===== config.mk =====
export PLATFORM = sky130hd
export DESIGN_NAME = fds_mod_unit
export DESIGN_NICKNAME = d
export VERILOG_FILES = /design/src/hw/rtl/fds_pkg.sv /design/src/hw/rtl/fds_mod_unit.sv
export SDC_FILE = /design/constraint.sdc
export NUM_CORES = 1
export LEC_CHECK = 0
export BUFFER_PORTS_ARGS = -buffer_cell sky130_fd_sc_hd__buf_2
export CORE_ASPECT_RATIO = 0.8
export CORE_MARGIN = 1.5
export CORE_UTILIZATION = 35
export CTS_BUF_LIST = sky130_fd_sc_hd__clkbuf_4
export CTS_CLUSTER_DIAMETER = 40
export DETAILED_ROUTE_END_ITERATION = 10
export PLACE_DENSITY_LB_ADDON = 0.3
export SETUP_SLACK_MARGIN = 0.3
export SYNTH_ARGS = -nofsm -noshare
export SYNTH_HDL_FRONTEND = slang
export SYNTH_SLANG_ARGS = --single-unit

===== constraint.sdc =====
create_clock -name aclk -period 3.2 [get_ports aclk]
set_input_delay 0.16 -clock aclk [delete_from_list [all_inputs] [get_ports aclk]]
set_output_delay 0.16 -clock aclk [all_outputs]
set_load 0.1 [all_outputs]

===== src/hw/rtl/fds_pkg.sv =====
`timescale 1ns / 1ps
package fds_pkg;

    localparam int S_TDATA_W  = 48;
    localparam int M_TDATA_W  = 16;
    localparam int AMOUNT_W   = 32;
    localparam int FRAME_W    = 8;
    localparam int COUNT_W    = 9;
    localparam int TOTAL_W    = 40;   // sum of up to 256 delays of 32 bits
    localparam int MEM_ADDR_W = 16;   // widest table address the block supports

    typedef enum logic [1:0] {
        OP_TICK    = 2'd0,
        OP_LOAD    = 2'd1,
        OP_RESTART = 2'd2
    } op_t;

    typedef enum logic [2:0] {
        ST_IDLE,
        ST_SUM,
        ST_CHECK,
        ST_MOD,
        ST_WALK_RD,
        ST_WALK_CMP,
        ST_RESULT
    } seq_state_t;

    typedef struct packed {
        logic                  we;
        logic [MEM_ADDR_W-1:0] waddr;
        logic [AMOUNT_W-1:0]   wdata;
        logic [MEM_ADDR_W-1:0] raddr;
    } mem_req_t;

    typedef struct packed {
        logic                start;
        logic [AMOUNT_W-1:0] dividend;
        logic [TOTAL_W-1:0]  divisor;
    } div_req_t;

    typedef struct packed {
        logic                done;
        logic [AMOUNT_W-1:0] remainder;
    } div_rsp_t;

endpackage


===== src/hw/rtl/fds_mod_unit.sv =====
`timescale 1ns / 1ps
module fds_mod_unit (
    input  logic              aclk,
    input  logic              aresetn,
    input  fds_pkg::div_req_t div_req,
    output fds_pkg::div_rsp_t div_rsp
);
    import fds_pkg::*;

    logic                busy_reg, busy_next;
    logic                done_reg, done_next;
    logic [4:0]          cnt_reg, cnt_next;
    logic [TOTAL_W-1:0]  rem_reg, rem_next;
    logic [AMOUNT_W-1:0] dvd_reg, dvd_next;
    logic [TOTAL_W-1:0]  dvs_reg, dvs_next;
    logic [TOTAL_W:0]    shifted;

    always_ff @(posedge aclk) begin
        if (!aresetn) begin
            busy_reg <= 1'b0;
            done_reg <= 1'b0;
            cnt_reg  <= '0;
        end else begin
            busy_reg <= busy_next;
            done_reg <= done_next;
            cnt_reg  <= cnt_next;
        end
        rem_reg <= rem_next;
        dvd_reg <= dvd_next;
        dvs_reg <= dvs_next;
    end

    // restoring remainder, one dividend bit per cycle
    always_comb begin
        busy_next = busy_reg;
        done_next = 1'b0;
        cnt_next  = cnt_reg;
        rem_next  = rem_reg;
        dvd_next  = dvd_reg;
        dvs_next  = dvs_reg;
        shifted   = {rem_reg, dvd_reg[AMOUNT_W-1]};
        if (div_req.start) begin
            busy_next = 1'b1;
            cnt_next  = '0;
            rem_next  = '0;
            dvd_next  = div_req.dividend;
            dvs_next  = div_req.divisor;
        end else if (busy_reg) begin
            if (shifted >= {1'b0, dvs_reg}) begin
                rem_next = TOTAL_W'(shifted - {1'b0, dvs_reg});
            end else begin
                rem_next = shifted[TOTAL_W-1:0];
            end
            dvd_next = {dvd_reg[AMOUNT_W-2:0], 1'b0};
            cnt_next = cnt_reg + 5'd1;
            if (cnt_reg == 5'd31) begin
                busy_next = 1'b0;
                done_next = 1'b1;
            end
        end
    end

    assign div_rsp.done      = done_reg;
    assign div_rsp.remainder = rem_reg[AMOUNT_W-1:0];

endmodule


; ---- Yosys cells after proc, flatten, opt, wreduce, memory -nomap -nowiden
; Index checks and enable logic that the tools add are counted.
[totals]
regBits = 119
latch_bits = 0
ramBits = 0
rom_bits = 0
out_inout_bits = 33
elab_cells = 22
n_memories = 0
[op_classes]
addsub = 2
multipliers = 0
div = 0
order_cmp = 1
n_eq_ne = 1
shift = 0
muxes = 7
bitwise_logic = 2
reduce_logical = 3
[ops]
columns = operator, count
row1 = two-way mux 32 bit, 2
row2 = greater-or-equal comparator 41 x 40 -> 1 bit, 1
row3 = two-way mux 40 bit, 1
row4 = subtractor 40 bit, 1
row5 = adder 5 x 1 -> 5 bit (second input constant), 1
row6 = equality test 5 bit (second input constant), 1
row7 = two-way mux 1 bit, 4
row8 = OR reduction 3 bit, 1
row9 = inverter 1 bit, 2
row10 = nonzero test 2 bit, 1
row11 = OR reduction 2 bit, 1

; ---- Logic depth before layout (Yosys ltp)
; Gate-level depths: netlist of the first run.
[logic_depth]
word_depth = 4
mapped_depth = 14
mapped_depth_nobuf = 13

; ---- Worst setup path before layout of the first run
; Ideal clock, no wire load.
[synth_path]
kind = register -> register
start = register rem_reg[15]
end = register rem_reg[29]
setup_time_ps = 70
arrival_time_ps = 2553
slack_ps = 577
path_stages_with_launch = 11
path_buffers = 0
cell_sequence = dfxtp_1 ha_1 a21oi_1 o21ai_0 or2_2 a31o_2 a31oi_1 o21ai_0 a21boi_0 mux2_2 a21oi_1
[synth_between]
elab_chain_len = 2
word_cells_on_any_way = 3
[synth_lines]
columns = element, line
row1 = start: declaration, fds_mod_unit.sv:13  ; logic [TOTAL_W-1:0] rem_reg, rem_next;
row2 = start signal: assignment, fds_mod_unit.sv:28  ; rem_reg <= rem_next;
row3 = subtractor 40 bit / greater-or-equal comparator 41 x 40 -> 1 bit (equally long branches), "fds_mod_unit.sv:50, fds_mod_unit.sv:49"
row4 = two-way mux 40 bit *, fds_mod_unit.sv:49  ; if (shifted >= {1'b0, dvs_reg}) begin
; Mark *: on every way between the ends. The rest lies on a longest branch, timed or not.
; A chain may end at the register's enable or synchronous reset.

; ---- Worst setup path in the final report of the first run
[layout_path]
start = register dvd_reg[31]
end = register rem_reg[28]
[layout_between]
elab_chain_len = 2
word_cells_on_any_way = 3
[layout_lines]
columns = element, line
row1 = start: declaration, fds_mod_unit.sv:14  ; logic [AMOUNT_W-1:0] dvd_reg, dvd_next;
row2 = start signal: assignment, fds_mod_unit.sv:29  ; dvd_reg <= dvd_next;
row3 = subtractor 40 bit / greater-or-equal comparator 41 x 40 -> 1 bit (equally long branches), "fds_mod_unit.sv:50, fds_mod_unit.sv:49"
row4 = two-way mux 40 bit *, fds_mod_unit.sv:49
; Marked as above.

==> results of run 1 <==
[worst max-delay path: stages, from the launching register on]
cell      delay, ns
edfxtp_1       0.40
inv_1          0.07
ha_2           0.17
inv_2          0.04
fa_2           0.36
a21o_1         0.18
nand4_1        0.14
a21oi_2        0.11
nor4b_4        0.32
o31a_1         0.33
o311ai_4       0.15
xor2_1         0.23
mux2i_1        0.12
a211oi_1       0.20
[layer usage]
metal / vias up / global-route usage, % / routed length [microns]
met1: 2769 / 24.63 / 9241
met5: - / 0 / 0
met3: 19 / 4.058 / 990
met2: 150 / 24.43 / 7817
li1: 2990 / - / -
met4: 0 / 4.747 / 236
[power breakdown]
group          leakage, nW  total, W  switching [W]  internal, W
logic                 2.72   0.00161       0.000949     0.000656
clock network        0.176   0.00129       0.000708     0.000578
registers             1.10   0.00185      0.0000767      0.00177
total                 3.99   0.00474        0.00173      0.00300
[cells in the mapped netlist (3+ instances only)]
cell type,instances
mux2i_1,26
xor2_1,19
dfxtp_1,47
o21ai_0,28
ha_1,42
a31oi_1,11
nor3_1,6
mux2_2,33
buf_2,8
a21oi_1,52
o211ai_1,4
a21boi_0,3
inv_1,51
a211oi_1,34
edfxtp_1,72
nand4_1,11
and4_1,3
nor2_1,60
a21o_1,19
and3_1,7
buf_4,37
xnor2_1,18
nand3b_1,4
clkbuf_2,3
a31o_2,4
clkbuf_1,21
and2_1,5
o2111ai_1,3
nand3_1,12
o21bai_1,8
nand2_1,50
nor4b_1,3
[area by class of cell]
class                   count  share of cell area [%]
diodes                      1                 0.02636
clock buffers              17                   1.345
clock inverters            15                   2.149
inverters                  51                   2.017
multi-input cells         496                   40.14
flip-flops and latches    119                   32.71
well taps                 264                   3.480
repair buffers            222                   18.14
[timing repair]
item,in CTS,in global routing
setup buffers,5,15
gates cloned,0,5
pin swaps,4,34
hold buffers,74,0
hold endpoints to repair,92,0
gates resized for setup,18,54
setup endpoints to repair,25,39
[per-stage QoR]
step	setup slack, ns	hold WS (ns)	cell area, sq um
global placement	0.09763	0.3379	7863
detailed placement	0.09646	0.3381	7863
finish	0.3237	0.2951	9492
floorplan	0.5770	0.2589	7263
global route	0.1529	0.2608	9492
CTS	0.2927	0.2543	9042
[cells by family (layout without fill, tap and decap cells)]
logic type | after synthesis | after routing | synth area share [%]
simple gates | 171 | 171 | 11.15
mux | 59 | 59 | 8.699
xor+xnor | 37 | 37 | 4.462
compound gates | 186 | 186 | 17.11
flops | 119 | 119 | 42.72
buf+inv | 121 | 305 | 8.355
fa+ha+maj | 43 | 43 | 7.511
other cells | 0 | 1 | 0
[worst paths after layout]
check | slack, ns | cells past startpoint | startpoint | to
hold reg to reg | 0.52 | 2 | rem_reg[39] | rem_reg[39]
hold / removal | 0.30 | 2 | div_req[3] | dvs_reg[3]
setup / recovery | 0.32 | 13 | dvd_reg[31] | rem_reg[28]
setup reg to reg | 0.32 | 13 | dvd_reg[31] | rem_reg[28]
==> impl_metrics.tcl, run 1 <==
set metrics [dict create \
    synth_top_area_share_pct 29.77 \
    start_kind "register" \
    fin_skew_ns 0.02129 \
    first_global_vias 5738 \
    dp_hpwl_microns 12070 \
    worstSkewPairLatency_ns 0.56 \
    track_usage_pct 16.84 \
    drv_slew 0 \
    rows 46 \
    final_cell_mix "buf_2, dlygate4sd3_1, edfxtp_1, nor2_1, nand2_1" \
    cts_tree "built" \
    grt_setup_unrepaired "yes" \
    hold_viol 0 \
    cts_root_buf "clkbuf_4" \
    routed_wl_microns 18290 \
    synth.avg_cell_area_sq_um 9.869 \
    synth_area_leaders "edfxtp_1, dfxtp_1, ha_1, mux2_2, buf_4" \
    tritoncts.num_buffers 17 \
    pin_count 108 \
    cp_max_fo 3 \
    status "complete, no violations" \
    fill_cells 1909 \
    initial_core_util_pct 36.16 \
    seq_area_frac_synth_pct 42.72 \
    final_cells 1185 \
    die_x_microns 164.1 \
    arrival_ns 3.36 \
    hp-class "in2reg" \
    finalPower_w 0.004737 \
    max_slew.worst_pin.slew_ns 0.8727 \
    synth_fp_nets 854 \
    fin_crit_sh_pct 89.88 \
    final_layout_size_suffix_gt1_share_pct 29.24 \
    syn_inst 736 \
    ys_warn_count 0 \
    maxSlewHeadroom_pct 41.82 \
    dpl.cell_count 1053 \
    dieArea_sq_um 21630 \
    vias 5928 \
    multiInputGateArea_sq_um 3810 \
    ys.flop_type "edfxtp_1" \
    gp_congestion 0.8290 \
    crit_required_ns 3.68 \
    ys_ff_latch 119 \
    syn2layout_area_growth_pct 30.68 \
    dr.pass1.iters 5 \
    async_reset_ff_share_pct 0 \
    synth_top_area_cell "edfxtp_1" \
    port_buffers 107 \
    max_freq_ghz 0.3477 \
    die_y_microns 131.8 \
    ant_nets 0 \
    synth-edff-count 72 \
    antenna_found_initial 1 \
    grt_pass1_wl_microns 28950 \
    remaining_drc_errors 0 \
    endpoint_kind "register" \
    cap_violations 0 \
    crit_type "reg2reg" \
    wire_per_inst_microns 15.43 \
    grt_overflow 0 \
    cts.sinks 119 \
    clkTransAtPathRegs_ns 0.14 \
    max-vdd-ir-drop_mv 0.2486 \
    setup_viol 0 \
    coreArea_sq_um 20090 \
    final_common_cell "buf_2" \
    first_iter_violations 429 \
    power.leakage_nw 3.992 \
    finish.utilization_pct 47.25 \
    cts_max_level 4 \
    route.detailed.vias_per_inst 5.003 \
    clock_path_buffers 2 \
    ff_latch_area_sq_um 3104 \
    netlist-cell-type-count 57 \
    syn_area_sq_um 7263 \
    power.density_nw_per_um2 499.1 \
    min_period_ns 2.876 \
    grt_max_degree 92 \
    nNetsFinal 1025 \
    setup_tns_ns 0 \
]
Power figures use the tool's default switching activity.
==> run 2: changes to the inputs <==
CORE_UTILIZATION = 25   (was 35)
CTS_BUF_LIST = not set   (was sky130_fd_sc_hd__clkbuf_4)
==> run 2 against run 1 <==
Against the previous run: the flow now finishes with violations (design-rule violations); fmax decreased by 1.3%; via count decreased by 2.6%; total power increased by 11%; critical path depth decreased by 1; core utilization decreased by 14 points; first-iteration DRC count decreased by 25%; register-to-register slack got worse by 0.04 ns; flip-flop and latch count unchanged; die area increased by 39%; worst hold slack got worse by 0.27 ns; setup slack got worse by 0.038 ns; critical path type unchanged; critical endpoint is now rem_reg[38].
==> impl_metrics.tcl, run 2 (same netlist as run 1, synthesis figures left out) <==
set metrics [dict create \
    status "finished, violations left" \
    drv_slew 0 \
    clock_path_buffers 2 \
    die_x_microns 193.6 \
    tritoncts.num_buffers 17 \
    worstSkewPairLatency_ns 0.43 \
    met3WireLength_microns 1280 \
    endpoint_kind "register" \
    antenna_found_initial 1 \
    syn2layout_area_growth_pct 31.35 \
    pin_count 108 \
    finalPower_w 0.005253 \
    dp_hpwl_microns 13520 \
    hold_viol 0 \
    grt_max_degree 88 \
    final_common_cell "buf_2" \
    die_y_microns 155.5 \
    final_layout_size_suffix_gt1_share_pct 30.62 \
    cts_max_level 4 \
    remaining_drc_errors 12 \
    cp_max_fo 16 \
    maxSlewHeadroom_pct 41.90 \
    fin_skew_ns 0.01120 \
    hp-class "in2reg" \
    wire_per_inst_microns 15.41 \
    route.detailed.vias_per_inst 4.597 \
    crit_type "reg2reg" \
    multiInputGateArea_sq_um 3900 \
    cap_violations 0 \
    cts.sinks 119 \
    hold_ws_ns 0.02631 \
    gp_congestion 0.8376 \
    max_slew.worst_pin.slew_ns 0.8715 \
    max-vdd-ir-drop_mv 0.3807 \
    track_usage_pct 13.07 \
    vias 5774 \
    max_freq_ghz 0.3432 \
    dr.pass1.iters 7 \
    clkTransAtPathRegs_ns 0.06 \
    initial_core_util_pct 25.56 \
    cts_root_buf "clkbuf_16" \
    min_period_ns 2.914 \
    arrival_ns 3.27 \
    power.leakage_nw 3.925 \
    first_global_vias 5660 \
    fill_cells 2957 \
    coreArea_sq_um 28420 \
    first_iter_violations 322 \
    grt_pass1_wl_microns 30910 \
    crit_required_ns 3.56 \
    dieArea_sq_um 30090 \
    ff_latch_area_sq_um 3105 \
    grt_overflow 0 \
    setup_tns_ns 0 \
    final_cell_mix "buf_2, edfxtp_1, nor2_1, inv_1, nand2_1" \
    rows 55 \
    violations "design-rule violations" \
    fin_crit_sh_pct 91.07 \
    cts_tree "built" \
    nNetsFinal 990 \
    top_layer_used "met4" \
    start_kind "register" \
    wl_met2_microns 7810 \
    routed_wl_microns 19350 \
    power.density_nw_per_um2 550.6 \
    port_buffers 107 \
    grt_setup_unrepaired "yes" \
    ant_nets 0 \
    wl_met1_microns 10090 \
    setup_viol 0 \
]
run 2: final cells by class:
| type | instances | area share (%) |
|---|---|---|
| Clock buffer | 18 | 4.498 |
| Timing Repair Buffer | 187 | 13.86 |
| Multi-Input combinational cell | 496 | 40.88 |
| Antenna cell | 1 | 0.02623 |
| Inverter | 51 | 2.007 |
| Clock inverter | 14 | 1.325 |
| Tap cell | 370 | 4.852 |
| Sequential cell | 119 | 32.55 |
run 2: metrics by stage:
step                      utilization, %  cell area (sq um)  worst slack (ns)  std cells
after floorplan                        -               7263            0.5770        736
after global placement             28.24               8025            0.1358       1163
after detailed placement           28.24               8025            0.1204       1163
after CTS                          32.08               9116            0.3005       1241
after global routing               33.56               9538            0.1275       1255
final                              33.57               9540            0.2859       1256
run 2: final timing paths:
| path | start | to | slack [ns] | depth (start not counted) |
|---|---|---|---|---|
| min | div_req[49] | dvd_reg[9] | 0.03 | 2 |
| max reg2reg | rem_reg[26] | rem_reg[38] | 0.29 | 12 |
| max | rem_reg[26] | rem_reg[38] | 0.29 | 12 |
| min reg2reg | rem_reg[39] | rem_reg[39] | 0.51 | 2 |
run 2: timing repair:
| action | CTS | global route |
|---|---|---|
| setup buffers | 3 | 13 |
| hold buffers | 42 | 0 |
| pin swaps | 4 | 33 |
| gates cloned | 1 | 1 |
| resized for setup | 15 | 65 |
| setup endpoints to repair | 9 | 40 |
| endpoints found under the hold margin | 42 | 0 |
run 2: layer usage:
| metal | up-vias | track usage [%] |
|---|---|---|
| li1 | 2923 | - |
| met1 | 2707 | 18.72 |
| met2 | 132 | 18.24 |
| met3 | 12 | 4.899 |
| met4 | 0 | 3.262 |
| met5 | - | 0 |
run 2: report_power, final:
part / internal, W / switching (W) / leakage (nW)
logic: 0.000623 / 0.000951 / 2.56
clock network: 0.00107 / 0.000761 / 0.261
registers: 0.00177 / 0.0000765 / 1.10
run 2: worst max-delay path, stage by stage, from the launching register on:
cell and delay [ns]:
dfxtp_1 0.37, ha_4 0.32, nand4_1 0.15, nor3_2 0.32, o2111ai_1 0.20, o221ai_2 0.22
a21oi_4 0.07, o31ai_4 0.25, buf_4 0.16, buf_12 0.15, nand3_1 0.08, or3_1 0.38
a31oi_1 0.16
==> run 3: changes to the inputs <==
RECOVER_POWER = 100   (was not set)
==> run 3 against run 2 <==
Against the previous run: the run ends with design-rule violations, max-capacitance violations, max-slew violations left; clock skew about the same; routed wire length unchanged; combinational power about the same; setup slack got worse by 0.035 ns; sequential power about the same; fmax decreased by 1.2%.
==> impl_metrics.tcl, run 3 (same netlist as run 1, synthesis figures left out) <==
set metrics [dict create \
    maxSlewHeadroom_pct -10.52 \
    grt_overflow 0 \
    die_y_microns 155.5 \
    fin_crit_sh_pct 92.15 \
    setup_viol 0 \
    min_period_ns 2.949 \
    crit_path_top_delay_cell "o31a_1" \
    cp_cell_sequence "ha_1, inv_2, fa_2, a21o_1, nand4_1, a21oi_2, nor4b_4, o31a_1, o311ai_4, buf_6, nand2_1, o2111ai_1, o31ai_1" \
    vias 5773 \
    rows 55 \
    antenna_found_initial 1 \
    die_x_microns 193.6 \
    cts.sinks 119 \
    pin_count 108 \
    violations "design-rule violations, max-capacitance violations, max-slew violations" \
    status "finished, violations left" \
    finish.utilization_pct 33.18 \
    final_layout_size_suffix_gt1_share_pct 25.54 \
    nNetsFinal 990 \
    final_cell_mix "edfxtp_1, buf_2, nor2_1, inv_1, nand2_1" \
    wire_per_inst_microns 15.41 \
    dieArea_sq_um 30090 \
    cp_max_fo 3 \
    cap_violations 1 \
    gp_congestion 0.8376 \
    worstSkewPairLatency_ns 0.43 \
    first_iter_violations 320 \
    grt_setup_unrepaired "yes" \
    multiInputGateArea_sq_um 3874 \
    initial_core_util_pct 25.56 \
    grt_pass1_wl_microns 30910 \
    crit_type "reg2reg" \
    hold_ws_ns 0.02686 \
    clkTransAtPathRegs_ns 0.06 \
    endpoint_kind "register" \
    cp_slowest_stage_delay_ns 0.39 \
    setup_tns_ns 0 \
    routed_wl_microns 19350 \
    first_global_vias 5660 \
    track_usage_pct 13.07 \
    fin_skew_ns 0.01086 \
    coreArea_sq_um 28420 \
    tritoncts.num_buffers 17 \
    grt_max_degree 88 \
    power.leakage_nw 3.758 \
    cts_root_buf "clkbuf_16" \
    met3WireLength_microns 1278 \
    dr.pass1.iters 7 \
    crit_required_ns 3.46 \
    drv_slew 31 \
    final_common_cell "edfxtp_1" \
    remaining_drc_errors 12 \
    max_freq_ghz 0.3391 \
    cts_tree "built" \
    hold_viol 0 \
    start_kind "register" \
    hp-class "in2reg" \
    finalPower_w 0.005228 \
    fin_ws_ns 0.2511 \
    arrival_ns 3.21 \
    clock_path_buffers 2 \
    ff_latch_area_sq_um 3105 \
    syn2layout_area_growth_pct 29.84 \
    fill_cells 2982 \
    max_slew.worst_pin.slew_ns 1.658 \
    wl_met1_microns 10070 \
    port_buffers 107 \
    ant_nets 0 \
    dp_hpwl_microns 13520 \
    cts_max_level 4 \
    power.density_nw_per_um2 554.4 \
    max-vdd-ir-drop_mv 0.3793 \
    route.detailed.vias_per_inst 4.596 \
    top_layer_used "met4" \
    pre_cts_ws_ns 0.1204 \
    wl_met2_microns 7832 \
]
-- run 3: changes by cell type in the layout (fill, tap and decap cells not counted), moves of 4 or more --
cell      before  now
buf_2        106   67
buf_4         32   27
clkbuf_1       1   42
clkbuf_2       0    4
-- run 3: power breakdown --
part           switching, W  internal (W)
sequential        0.0000774       0.00177
combinational      0.000947      0.000598
clock              0.000762       0.00107
total               0.00179       0.00344
-- run 3: timing repair --
action | 4_1_cts | 5_1_grt
hold endpoints to repair | 42 | 0
setup buffers | 3 | 13
cloned | 1 | 1
resized for setup | 15 | 65
pin swaps | 4 | 33
hold buffers | 42 | 0
setup endpoints to repair | 9 | 40
-- run 3: worst paths after layout --
path | from | to | slack, ns | depth (start not counted)
min | div_req[49] | dvd_reg[9] | 0.03 | 2
max | dvs_reg[0] | rem_reg[36] | 0.25 | 13
max reg2reg | dvs_reg[0] | rem_reg[36] | 0.25 | 13
min reg2reg | rem_reg[39] | rem_reg[39] | 0.51 | 2
-- run 3: worst max-delay path: cells and delay by family (launching register included) --
family          cells  cell delay [ns]
compound gates      6             1.45
fa+ha+maj           2             0.43
buf+inv             2             0.22
flops               1             0.37
simple gates        3             0.30
-- run 3: through the flow --
step           instance area, sq um  instances
2_1_floorplan                  7263        736
3_5_place_dp                   8025       1163
6_report                       9430       1256
3_3_place_gp                   8025       1163
4_1_cts                        9116       1241
5_1_grt                        9428       1255
-- run 3: layout make-up --
| class | count | area share, % |
|---|---|---|
| multi-input cells | 496 | 41.08 |
| clock buffers | 18 | 4.551 |
| well taps | 370 | 4.909 |
| clock inverters | 14 | 1.340 |
| inverters | 51 | 2.030 |
| repair buffers | 187 | 13.14 |
| diodes | 1 | 0.02654 |
| flip-flops and latches | 119 | 32.93 |
-- run 3: routing by layer --
layer,GRT usage [%],up-vias
li1,-,2924
met1,18.72,2696
met2,18.24,141
met3,4.899,12
met4,3.262,0
met5,0,-
