<file path="src/hw/rtl/fds_pkg.sv">
`timescale 1ns / 1ps
package fds_pkg;

    localparam int S_TDATA_W  = 48;
    localparam int M_TDATA_W  = 16;
    localparam int AMOUNT_W   = 32;
    localparam int FRAME_W    = 8;
    localparam int COUNT_W    = 9;
    localparam int TOTAL_W    = 40;   // sum of up to 256 delays of 32 bits
    localparam int MEM_ADDR_W = 16;   // widest table address the block supports

    typedef enum logic [1:0] {
        OP_TICK    = 2'd0,
        OP_LOAD    = 2'd1,
        OP_RESTART = 2'd2
    } op_t;

    typedef enum logic [2:0] {
        ST_IDLE,
        ST_SUM,
        ST_CHECK,
        ST_MOD,
        ST_WALK_RD,
        ST_WALK_CMP,
        ST_RESULT
    } seq_state_t;

    typedef struct packed {
        logic                  we;
        logic [MEM_ADDR_W-1:0] waddr;
        logic [AMOUNT_W-1:0]   wdata;
        logic [MEM_ADDR_W-1:0] raddr;
    } mem_req_t;

    typedef struct packed {
        logic                start;
        logic [AMOUNT_W-1:0] dividend;
        logic [TOTAL_W-1:0]  divisor;
    } div_req_t;

    typedef struct packed {
        logic                done;
        logic [AMOUNT_W-1:0] remainder;
    } div_rsp_t;

endpackage

</file>
<file path="src/hw/rtl/fds_seq_ctrl.sv">
`timescale 1ns / 1ps
module fds_seq_ctrl #(
    parameter int FRAMES_MAX = 256
) (
    input  logic                          aclk,
    input  logic                          aresetn,
    input  logic                          s_tvalid,
    output logic                          s_tready,
    input  logic [fds_pkg::S_TDATA_W-1:0] s_tdata,
    output logic                          m_tvalid,
    input  logic                          m_tready,
    output logic [fds_pkg::M_TDATA_W-1:0] m_tdata,
    input  logic [fds_pkg::COUNT_W-1:0]   frames_used,
    output fds_pkg::mem_req_t             mem_req,
    input  logic [fds_pkg::AMOUNT_W-1:0]  mem_rdata,
    output fds_pkg::div_req_t             div_req,
    input  fds_pkg::div_rsp_t             div_rsp
);
    import fds_pkg::*;

    seq_state_t          state_reg, state_next;
    logic [AMOUNT_W-1:0] elapsed_reg, elapsed_next;
    logic [FRAME_W-1:0]  frame_reg, frame_next;
    logic [TOTAL_W-1:0]  total_reg, total_next;
    logic [COUNT_W-1:0]  cnt_reg, cnt_next;
    logic                acc_vld_reg, acc_vld_next;
    logic                changed_reg, changed_next;
    logic                stuck_reg, stuck_next;
    logic                m_tvalid_reg, m_tvalid_next;
    logic [M_TDATA_W-1:0] m_tdata_reg, m_tdata_next;

    op_t                 in_op;
    logic [FRAME_W-1:0]  in_idx;
    logic [AMOUNT_W-1:0] in_amount;
    logic [COUNT_W-1:0]  frame_inc;
    logic                accept;
    logic                slot_free;

    assign in_op     = op_t'(s_tdata[1:0]);
    assign in_idx    = s_tdata[9:2];
    assign in_amount = s_tdata[41:10];
    assign s_tready  = (state_reg == ST_IDLE);
    assign accept    = s_tvalid && s_tready;
    assign slot_free = !m_tvalid_reg || m_tready;
    assign frame_inc = {1'b0, frame_reg} + COUNT_W'(1);

    always_ff @(posedge aclk) begin
        if (!aresetn) begin
            state_reg    <= ST_IDLE;
            elapsed_reg  <= '0;
            frame_reg    <= '0;
            cnt_reg      <= '0;
            acc_vld_reg  <= 1'b0;
            m_tvalid_reg <= 1'b0;
        end else begin
            state_reg    <= state_next;
            elapsed_reg  <= elapsed_next;
            frame_reg    <= frame_next;
            cnt_reg      <= cnt_next;
            acc_vld_reg  <= acc_vld_next;
            m_tvalid_reg <= m_tvalid_next;
        end
        total_reg   <= total_next;
        changed_reg <= changed_next;
        stuck_reg   <= stuck_next;
        m_tdata_reg <= m_tdata_next;
    end

    always_comb begin
        state_next    = state_reg;
        elapsed_next  = elapsed_reg;
        frame_next    = frame_reg;
        total_next    = total_reg;
        cnt_next      = cnt_reg;
        acc_vld_next  = 1'b0;
        changed_next  = changed_reg;
        stuck_next    = stuck_reg;
        m_tvalid_next = m_tvalid_reg;
        m_tdata_next  = m_tdata_reg;

        mem_req.we    = 1'b0;
        mem_req.waddr = MEM_ADDR_W'(in_idx);
        mem_req.wdata = in_amount;
        mem_req.raddr = MEM_ADDR_W'(frame_reg);

        div_req.start    = 1'b0;
        div_req.dividend = elapsed_reg;
        div_req.divisor  = total_reg;

        if (m_tvalid_reg && m_tready) begin
            m_tvalid_next = 1'b0;
        end

        unique case (state_reg)
            ST_IDLE: begin
                if (accept) begin
                    changed_next = 1'b0;
                    stuck_next   = 1'b0;
                    state_next   = ST_RESULT;
                    case (in_op)
                        OP_LOAD: begin
                            mem_req.we = (32'(in_idx) < FRAMES_MAX);
                        end
                        OP_RESTART: begin
                            frame_next   = '0;
                            elapsed_next = '0;
                        end
                        OP_TICK: begin
                            if ({1'b0, frame_reg} >= frames_used) begin
                                frame_next = '0;
                            end
                            elapsed_next = elapsed_reg + in_amount;
                            total_next   = '0;
                            cnt_next     = '0;
                            state_next   = ST_SUM;
                        end
                        default: begin
                        end
                    endcase
                end
            end
            ST_SUM: begin
                // stream the table in, one read issued per cycle
                mem_req.raddr = MEM_ADDR_W'(cnt_reg);
                if (cnt_reg < frames_used) begin
                    cnt_next     = cnt_reg + COUNT_W'(1);
                    acc_vld_next = 1'b1;
                end
                if (acc_vld_reg) begin
                    total_next = total_reg + TOTAL_W'(mem_rdata);
                end
                if (cnt_reg >= frames_used && !acc_vld_reg) begin
                    state_next = ST_CHECK;
                end
            end
            ST_CHECK: begin
                if (total_reg == '0) begin
                    stuck_next = 1'b1;
                    state_next = ST_RESULT;
                end else if (TOTAL_W'(elapsed_reg) >= total_reg) begin
                    // drop whole passes over the table at once
                    div_req.start = 1'b1;
                    changed_next  = 1'b1;
                    state_next    = ST_MOD;
                end else begin
                    state_next = ST_WALK_RD;
                end
            end
            ST_MOD: begin
                if (div_rsp.done) begin
                    elapsed_next = div_rsp.remainder;
                    state_next   = ST_WALK_RD;
                end
            end
            ST_WALK_RD: begin
                state_next = ST_WALK_CMP;
            end
            ST_WALK_CMP: begin
                if (elapsed_reg >= mem_rdata) begin
                    elapsed_next = elapsed_reg - mem_rdata;
                    changed_next = 1'b1;
                    if (frame_inc >= frames_used) begin
                        frame_next = '0;
                    end else begin
                        frame_next = frame_inc[FRAME_W-1:0];
                    end
                    state_next = ST_WALK_RD;
                end else begin
                    state_next = ST_RESULT;
                end
            end
            ST_RESULT: begin
                if (slot_free) begin
                    m_tvalid_next = 1'b1;
                    m_tdata_next  = {6'd0, stuck_reg, changed_reg, frame_reg};
                    state_next    = ST_IDLE;
                end
            end
            default: begin
                state_next = ST_IDLE;
            end
        endcase
    end

    assign m_tvalid = m_tvalid_reg;
    assign m_tdata  = m_tdata_reg;

endmodule

</file>
<file path="config.mk">
export PLATFORM = sky130hd
export DESIGN_NAME = fds_seq_ctrl
export DESIGN_NICKNAME = d
export VERILOG_FILES = /design/src/hw/rtl/fds_pkg.sv /design/src/hw/rtl/fds_seq_ctrl.sv
export SDC_FILE = /design/constraint.sdc
export NUM_CORES = 1
export LEC_CHECK = 0
export BUFFER_PORTS_ARGS = -buffer_cell sky130_fd_sc_hd__buf_2
export CORE_ASPECT_RATIO = 1.75
export CORE_MARGIN = 4
export CORE_UTILIZATION = 57
export CTS_BUF_LIST = sky130_fd_sc_hd__clkbuf_8
export DETAILED_ROUTE_END_ITERATION = 16
export PLACE_DENSITY = 0.84
export SYNTH_ARGS = -nofsm -noshare
export SYNTH_HDL_FRONTEND = slang
export SYNTH_SLANG_ARGS = --single-unit
export TNS_END_PERCENT = 100
</file>
<file path="constraint.sdc">
create_clock -name aclk -period 3.6 [get_ports aclk]
set_input_delay 0.18 -clock aclk [delete_from_list [all_inputs] [get_ports aclk]]
set_output_delay 0.18 -clock aclk [all_outputs]
set_load 0.01 [all_outputs]
</file>
# Word-level counts from Yosys, hierarchy flattened
# Index checks and enable logic that the tools add are counted.
[totals]
reg_bits = 106
input_bits = 126
out_inout_bits = 156
elab_cells = 111
[op_classes]
addsub = 5
order_cmp = 6
eq_ne = 21
mux = 46
reduce_logical = 23
[ops]
columns = ["cell", "n"]
rows = [
  ["$mux 40", 3],
  ["$mux 32", 3],
  ["$pmux 32 s3", 1],
  ["$pmux 40 s2", 1],
  ["$pmux 32 s2", 1],
  ["$add 40x32->40", 1],
  ["$ge 32x40->1", 1],
  ["$logic_not 40->1", 1],
  ["$mux 9", 4],
  ["$add 32x32->32", 1],
  ["$ge 32x32->1", 1],
  ["$mux 8", 4],
  ["$pmux 8 s2", 2],
  ["$sub 32x32->32", 1],
  ["$mux 3", 7],
  ["$pmux 3 s7", 1],
  ["$ge 9x9->1", 2],
  ["$ne 2x2->1 const B", 9],
  ["$pmux 9 s2", 1],
  ["$mux 1", 15],
  ["$reduce_and 5->1", 3],
  ["$reduce_and 4->1", 3],
  ["$add 8x1->9 const B", 1],
  ["$add 9x1->9 const B", 1],
  ["22 further kinds", 33],
]

# Logic depth before layout (Yosys ltp)
# Gate-level depths: netlist of the first run.
[logic_depth]
word_depth = 5
depth_mapped = 14
mapped_depth_nobuf = 13

# Worst setup path after synthesis of the first run
# No wires, ideal clock.
[synth_path]
kind = "reg2reg"
start = "register state_reg[1]"
end = "register total_reg[0] (enable)"
arrival_time_ns = 2.855
path_slack_ns = 0.308
path_stages_with_launch = 7
n_path_buf = 2
synth_period_minus_slack_ns = 3.292
path_cell_list = "dfxtp_1 clkbuf_1 nor2_1 nand2_1 clkbuf_1 nor2_1 nor2_1"
[synth_via]
elab_chain_cells = 4
word_cells_on_any_way = 8
classes_between = "eq/ne (4); reduce/logical (4)"
[synth_rtl]
columns = ["item", "line", "rtl"]
rows = [
  ["from (decl)", "fds_seq_ctrl.sv:21", "seq_state_t state_reg, state_next;"],
  ["from (signal assigned)", "fds_seq_ctrl.sv:56", "state_reg <= state_next;"],
  ["$logic_not 3->1", "fds_seq_ctrl.sv:42, fds_seq_ctrl.sv:94", ""],
  ["$logic_and 1x1->1", "fds_seq_ctrl.sv:43", "assign accept = s_tvalid && s_tready;"],
  ["$ne 2x1->1 (no source line)", "-", ""],
  ["$reduce_and 4->1 (no source line) (*)", "-", ""],
  ["to (signal assigned)", "fds_seq_ctrl.sv:63", "total_reg <= total_next;"],
  ["to (decl)", "fds_seq_ctrl.sv:24", "logic [TOTAL_W-1:0] total_reg, total_next;"],
]
# Every way passes the cells marked *; elsewhere a longest branch is shown, timed or not.
# A chain may end at the register's enable or synchronous reset.

==> flow_summary.toml, run 1 <==
[sta]
fin_crit_sh = 0.949
worst_slew_pin_slew_ns = 0.850
finalSetupViolations = 0
hold_violations = 0
rsz0062_at_grt = "no"
slew_headroom = 0.433
period_needed_ns = 3.42
finalMaxSlewViolations = 0
totalNegativeSetupSlack_ns = 0
finalClockSkew_ns = 0.0147
max_freq_mhz = 293
timing.final.ws_setup_ns = 0.182

[cts]
insertion_delay_ns = 0.42
cts_max_level = 3
cts_hold_buf = 0
cts_made_buffers = 9
clock_path_buffers = 2
cts-root-buf = "clkbuf_8"
tritoncts = "built"
clk_pin_slew_worst_paths_ns = 0.12
cts.sinks = 106

[synthesis]
synthFlopType = "dfxtp_1"
synth.avg_cell_area_sq_um = 7.87
synthCells = 1528
synth_top_area_frac = 0.161
yosysMostFrequentCell = "ha_1"
synthArstFlopShare = 0
yosysTopAreaCell = "ha_1"
synth_cell_types = 88
ys_ff_latch = 106
yosys-top-cells-area = "ha_1, edfxtp_1, dfxtp_1"
yosysSeqAreaShare = 0.220
synth_edf_count = 52
ys_top_cells_by_count = "ha_1, nor2_1, a21oi_1, nand2_1, inv_1"
synth_area_sq_um = 12000
ys_warn_count = 0

[grt]
grt_max_degree = 46
grt.overflow.total = 0
antenna_found_initial = 5
grt_pass1_wl_microns = 59500
grt_usage = 0.307
grt_pass1_vias = 12000

[worst_setup_path]
cp-end-kind = "primary output"
worstSetupStartpointType = "flip-flop"
path_max_fanout = 4
ff2ff_setup_slack_ns = 0.33
critPathArrivalTime_ns = 3.24
critical_path_class = "reg2out"
required_ns = 3.42

[pwr]
static-leakage-power_nw = 6.49
peakVddDrop_uv = 361
p_per_area_nw_per_um2 = 651

[routing]
routed_wl_microns = 38200
firstDrtPassIters = 6
via_per_inst = 6.26
drt_iter0_drc = 776
ant_nets = 0
drc = 0
wl_per_cell_microns = 19.5
vias = 12300

[placement]
dp_slack_ns = 0.348
routabilityCongestion = 0.987
io_buffers = 238
dp_hpwl_microns = 30900

[floorplan]
fp.coreArea_sq_um = 20800
initial_core_util = 0.577
rows = 70
die_y_microns = 200
die_area_sq_um = 23600
ios = 282
die_x_microns = 118

[final_layout]
num-fill-cells = 1878
final_nets = 1982
largest_register_ffs = 40
syn_to_final_growth_pct = 11.0
drive_gt1_frac = 0.188
final_core_utilization = 0.640

[min_path]
hold_class = "in2reg"

[status]
status = "complete, no violations"

[flow_run]
max_cap_viol_count = 0
[worst paths after layout]
path	start	endpoint	cells past startpoint
setup reg to reg	elapsed_reg[0]$_SDFFE_PN0P_	elapsed_reg[28]$_SDFFE_PN0P_	14
hold / removal	div_rsp[28]	elapsed_reg[28]$_SDFFE_PN0P_	3
setup / recovery	total_reg[0]$_SDFFCE_PN0P_	div_req[72]	11
hold reg to reg	changed_reg$_DFFE_PP_	m_tdata[8]$_DFFE_PP_	0
[per-stage QoR]
stage | std cells | hold slack (ns) | total power, mW | area [sq um]
finish | 1959 | 0.0404 | 8.68 | 13300
floorplan | 1548 | 0.363 | 6.14 | 12100
detailed placement | 1938 | 0.360 | 7.68 | 13100
global placement | 1938 | 0.360 | 7.56 | 13100
CTS | 1954 | 0.0349 | 8.54 | 13300
global route | 1958 | 0.0567 | 9.36 | 13300
[cells by family (layout without fill, tap and decap cells)]
group,count (synthesis),after routing,synth area share
other cells,1,25,0.000312
compound gates,479,479,0.267
flops,106,106,0.220
simple gates,462,462,0.185
mux,5,5,0.00416
xor+xnor,92,92,0.0670
buf+inv,225,380,0.0908
fa+ha+maj,158,158,0.166
[critical path: stages, from the launching register on]
cell,delay [ns]
edfxtp_1,0.46
ha_1,0.31
nand2b_1,0.18
a2111oi_4,0.35
o31a_1,0.20
a311o_1,0.20
or3b_4,0.42
a221oi_4,0.29
nor2_1,0.09
nand3_1,0.13
inv_1,0.06
buf_2,0.14
[repair_timing]
action | in CTS | in global routing
buffers inserted | 0 | 1
endpoints found under the setup margin | 1 | 1
gates resized for setup | 1 | 5
cloned | 0 | 0
pin swaps | 0 | 2
[cell type report]
cell class,count,area (sq um),share of cell area
clock inverter,7,87.6,0.00656
timing repair buffer,259,1350,0.101
clock buffer,9,124,0.00928
sequential,106,2640,0.198
inverter,105,394,0.0295
antenna,4,10.0,0.000750
tap,252,315,0.0236
multi-input combinational,1217,8420,0.631
[report_power, final]
group	switching [mW]	internal, mW	leakage [nW]	total, mW
clock	0.497	0.337	0.110	0.833
sequential	0.467	1.65	0.930	2.12
combinational	3.42	2.31	5.45	5.73
total	4.39	4.30	6.49	8.68
[metal layers]
| layer | track usage | wire, microns | share of wire |
|---|---|---|---|
| met3 | 0.0424 | 2120 | 0.055 |
| met4 | 0.226 | 2880 | 0.075 |
| met5 | 0 | 19 | 0.00050 |
| met2 | 0.564 | 19600 | 0.51 |
| met1 | 0.314 | 13600 | 0.36 |
[placed cells by master, fill, tap and decap left out, types with 9 or more instances in the layout]
cell      netlist  layout
ha_1          155     155
nor3_1         27      27
edfxtp_1       52      52
nand4_1        31      31
clkbuf_8        0       9
nand3_1        33      33
o21ai_0        95      95
nand2b_1       13      13
nor4_1         15      14
a21o_1         57      57
and3_1         18      18
conb_1          1      21
o21a_1         15      15
inv_1         105     106
a211oi_1       24      24
buf_4          61      21
a221oi_1       15      14
a21oi_1       137     137
buf_2          14     238
nor2b_1        12      12
nor2_1        140     138
nand2_1       121     121
a31oi_1        20      20
dfxtp_1        54      54
xor2_1         42      42
xnor2_1        50      50
No activity file was read; power rests on OpenSTA's default activity.
==> run 2, diff against run 1 <==
- clock period: 3.6 -> 3.4 ns (I/O delays scaled with it)
==> run 2 against run 1 <==
Sequential share of layout area shrank 0.11 points. Setup slack lost 0.022 ns. Register-to-register slack lost 0.14 ns. Sequential cell count is the same. Utilization grew 0.43 points. Cell area grew 0.67%. Global-route usage grew 0.20 points. First-iteration DRC count shrank 1.4%. Largest cell class unchanged. Largest power group unchanged.
==> flow_summary.toml, run 2 (synthesis gave the netlist of run 1 again) <==
[cts]
clock_path_buffers = 2
tritoncts = "built"
cts_made_buffers = 9
cts_max_level = 3
cts.sinks = 106
clk_pin_slew_worst_paths_ns = 0.11
insertion_delay_ns = 0.40
cts-root-buf = "clkbuf_8"

[sta]
totalNegativeSetupSlack_ns = 0
slew_headroom = 0.447
fin_crit_sh = 0.953
max_freq_mhz = 309
finalMaxSlewViolations = 0
finalClockSkew_ns = 0.0107
finalSetupViolations = 0
hold_violations = 0
period_needed_ns = 3.24
worst_slew_pin_slew_ns = 0.829
rsz0062_at_grt = "no"
hold_ws_ns = 0.0557

[floorplan]
die_y_microns = 200
ios = 282
rows = 70
die_x_microns = 118
fp.coreArea_sq_um = 20800
die_area_sq_um = 23600
initial_core_util = 0.577

[worst_setup_path]
cp-end-kind = "primary output"
max_stage_delay_ns = 0.43
critPathTopFamily = "compound AO/OA/AOI/OAI gates"
critical_path_class = "reg2out"
required_ns = 3.23
cp_cell_sequence = "ha_1 > nand2b_1 > a2111oi_4 > o31a_1 > a311o_1 > or3b_4 > a221oi_4 > nor2_2 > nand3_1 > inv_1 > buf_2"
path_max_fanout = 3
worstSetupStartpointType = "flip-flop"
crit_path_top_delay_cell = "edfxtp_1"
critPathArrivalTime_ns = 3.07
crit_buf_inv = 2

[routing]
wl_met2_microns = 20100
drc = 0
routed_wl_microns = 38300
vias = 12100
via_per_inst = 6.16
firstDrtPassIters = 5
drt_iter0_drc = 765
wl_per_cell_microns = 19.4
wl_met1_microns = 13900
dr.max_layer_used = "met5"
wl_met3_microns = 2180
ant_nets = 0

[placement]
routabilityCongestion = 0.989
dp_hpwl_microns = 30900
io_buffers = 238
post-place-cells = 1949
postPlaceCellArea_sq_um = 13200

[min_path]
hold_class = "in2reg"

[final_layout]
drive_gt1_frac = 0.196
final_core_utilization = 0.645
final_nets = 1993
final_cells = 1967
mostFrequentLayoutCell = "buf_2"
final_cell_mix = "buf_2, ha_1, nor2_1, a21oi_1, nand2_1"
fin_area_sq_um = 13400
syn_to_final_growth_pct = 11.7
largest_register_ffs = 40

[status]
status = "complete, no violations"

[grt]
grt_pass1_vias = 11900
grt_max_degree = 46
antenna_found_initial = 2
grt_pass1_wl_microns = 59800
grt_usage = 0.309
grt.overflow.total = 0

[flow_run]
max_cap_viol_count = 0

[pwr]
peakVddDrop_uv = 440
static-leakage-power_nw = 6.54
p_per_area_nw_per_um2 = 687
-- run 2: path summary, 6_finish.rpt --
path	start	endpoint	slack, ns	cells past startpoint
worst max-delay path	total_reg[0]$_SDFFCE_PN0P_	div_req[72]	0.16	11
worst min-delay path	div_rsp[28]	elapsed_reg[28]$_SDFFE_PN0P_	0.06	3
worst max register to register	total_reg[0]$_SDFFCE_PN0P_	total_reg[34]$_SDFFCE_PN0P_	0.19	13
worst min register to register	changed_reg$_DFFE_PP_	m_tdata[8]$_DFFE_PP_	0.45	0
-- run 2: layout make-up --
class	count	area [sq um]
inverter	105	394
antenna	1	2.50
timing repair buffer	270	1440
clock buffer	9	124
multi-input combinational	1217	8430
fill	1890	7410
clock inverter	7	86.3
tap	252	315
sequential	106	2650
-- run 2: repair_timing --
action | in CTS | in global routing
gates cloned | 0 | 0
endpoints found under the setup margin | 1 | 6
hold buffers | 0 | 0
setup buffers | 1 | 0
resized for setup | 6 | 7
pin swaps | 1 | 5
-- run 2: through the flow --
stage,power [mW],worst slack (ns)
5_1_grt,9.96,0.00120
2_1_floorplan,6.50,0.108
3_3_place_gp,8.05,0.157
3_5_place_dp,8.17,0.211
6_report,9.23,0.161
4_1_cts,9.11,0.00326
-- run 2: metal layers --
layer  vias to the layer above  track usage
met3                       118       0.0477
met2                       487        0.590
met4                         2        0.164
met1                      5612        0.320
li1                       5896            -
met5                         -            0
-- run 2: worst min-delay path, delay by kind of cell --
| family | cells | cell delay [ns] |
|---|---|---|
| compound gates | 1 | 0.10 |
| simple gates | 1 | 0.05 |
| buf+inv | 1 | 0.09 |
-- run 2: report_power, final --
part	leakage, nW	switching [mW]	internal, mW
sequential	0.931	0.461	1.75
clock	0.106	0.511	0.355
combinational	5.51	3.66	2.50
==> run 3, diff against run 2 <==
==> constraint.sdc (replaced) <==
create_clock -name aclk -period 3.4 [get_ports aclk]
set_input_delay 0.68 -clock aclk [delete_from_list [all_inputs] [get_ports aclk]]
set_output_delay 0.68 -clock aclk [all_outputs]
set_load 0.01 [all_outputs]
==> run 3 against run 2 <==
Utilization grew 3.1 points. Count of clock-buffer cells in the layout is the same. First-iteration DRC count grew 4.1%. Clock power grew 2.4%. Critical path depth grew 1. Hold slack gained 0.38 ns. Combinational power grew 9.4%. Non-clock buffer count grew 78. Largest power group unchanged. The flow now finishes with violations (setup timing). Critical endpoint unchanged. Cell count grew 4.1%. Sequential share of layout area shrank 0.91 points. Wire length grew 2.0%. Sequential cell count is the same.
==> flow_summary.toml, run 3 (synthesis gave the netlist of run 1 again) <==
[status]
status = "finished, violations left"
violations = "setup timing"

[sta]
max_freq_mhz = 270
slew_headroom = 0.453
finalSetupViolations = 1
hold_violations = 0
period_needed_ns = 3.70
hold_ws_ns = 0.437
rsz0062_at_grt = "yes"
finalMaxSlewViolations = 0
fin_crit_sh = 1.09
timing.final.ws_setup_ns = -0.304
worst_slew_pin_slew_ns = 0.820
finalClockSkew_ns = 0.0222
totalNegativeSetupSlack_ns = -0.304

[floorplan]
die_y_microns = 200
initial_core_util = 0.577
die_area_sq_um = 23600
fp.coreArea_sq_um = 20800
die_x_microns = 118
rows = 70
ios = 282

[flow_run]
max_cap_viol_count = 0

[placement]
postPlaceCellArea_sq_um = 13800
routabilityCongestion = 1.01
dp_hpwl_microns = 31900
io_buffers = 238

[routing]
drt_iter0_drc = 796
vias = 12500
routed_wl_microns = 39000
drc = 0
firstDrtPassIters = 5
via_per_inst = 6.11
ant_nets = 0
wl_per_cell_microns = 19.1

[worst_setup_path]
worstSetupStartpointType = "flip-flop"
critPathArrivalTime_ns = 3.02
crit_buf_inv = 3
path_max_fanout = 2
max_stage_delay_ns = 0.42
cp-end-kind = "primary output"
crit_path_top_delay_cell = "edfxtp_1"
required_ns = 2.72
critPathTopFamily = "compound AO/OA/AOI/OAI gates"
critical_path_class = "reg2out"
cp_cell_sequence = "ha_1 > nand2b_4 > a2111oi_4 > o31a_1 > a311o_1 > or3b_4 > a221oi_4 > buf_6 > nor2_4 > nand3_2 > inv_2 > buf_6"
cpMostUsedCell = "buf_6"

[cts]
tritoncts = "built"
insertion_delay_ns = 0.42
cts_made_buffers = 9
cts_hold_buf = 0
cts_max_level = 3
clock_path_buffers = 2
cts-root-buf = "clkbuf_8"
clk_pin_slew_worst_paths_ns = 0.12
cts.sinks = 106
postCtsSetupBuffers = 0

[final_layout]
final_core_utilization = 0.675
drive_gt1_frac = 0.233
final_cell_mix = "buf_2, ha_1, nor2_1, a21oi_1, nand2_1"
mostFrequentLayoutCell = "buf_2"
final_nets = 2071
num-fill-cells = 1803
largest_register_ffs = 40
syn_to_final_growth_pct = 17.0
fin_area_sq_um = 14100

[grt]
grt.overflow.total = 0
grt_max_degree = 46
grt_pass1_vias = 12400
grt_usage = 0.318
grt_pass1_wl_microns = 61600
antenna_found_initial = 2

[pwr]
static-leakage-power_nw = 6.94
peakVddDrop_uv = 445
p_per_area_nw_per_um2 = 689

[min_path]
hold_class = "reg2reg"
==> run 3: cell types whose count changed in the layout (fill, tap and decap cells not counted), sizes merged <==
| cell | previous run | this run |
|---|---|---|
| clkinvlp | 1 | 0 |
| buf | 270 | 348 |
| diode | 1 | 3 |
| inv | 109 | 107 |
| clkinv | 1 | 4 |
==> run 3: final timing paths <==
kind	slack, ns	startpoint	to	cells past startpoint
min reg2reg	0.44	changed_reg$_DFFE_PP_	m_tdata[8]$_DFFE_PP_	0
max	-0.30	total_reg[0]$_SDFFCE_PN0P_	div_req[72]	12
min	0.44	changed_reg$_DFFE_PP_	m_tdata[8]$_DFFE_PP_	0
max reg2reg	0.26	total_reg[3]$_SDFFCE_PN0P_	total_reg[37]$_SDFFCE_PN0P_	11
==> run 3: stage by stage <==
step / setup WS [ns] / std cells / total power, mW
finish: -0.304 / 2047 / 9.71
global placement: -0.171 / 2028 / 8.46
floorplan: 0.108 / 1548 / 6.50
detailed placement: -0.212 / 2028 / 8.59
global route: -0.406 / 2046 / 10.5
CTS: -0.349 / 2044 / 9.56
==> run 3: where the power goes <==
group	leakage, nW	switching, mW	total, mW	internal, mW
Clock	0.113	0.524	0.888	0.363
Combinational	5.90	3.88	6.73	2.85
Sequential	0.931	0.344	2.09	1.75
Total	6.94	4.75	9.71	4.96
==> run 3: layout make-up <==
type,count,area (sq um),area share
flip-flops and latches,106,2640,0.188
multi-input cells,1217,8460,0.601
clock buffers,9,124,0.00880
repair buffers,348,2040,0.145
clock inverters,7,98.8,0.00702
inverters,105,394,0.0280
diodes,3,7.51,0.000533
well taps,252,315,0.0224
==> run 3: timing repair <==
| action | in CTS | in global routing |
|---|---|---|
| pin swaps | 6 | 3 |
| setup endpoints to repair | 1 | 1 |
| resized for setup | 11 | 5 |
==> run 3: routing by layer <==
metal	up-vias	track usage	routed length, microns
met3	164	0.0460	2330
met1	5770	0.336	14000
met5	-	0	0
met4	0	0.205	2730
li1	6042	-	-
met2	525	0.582	20000
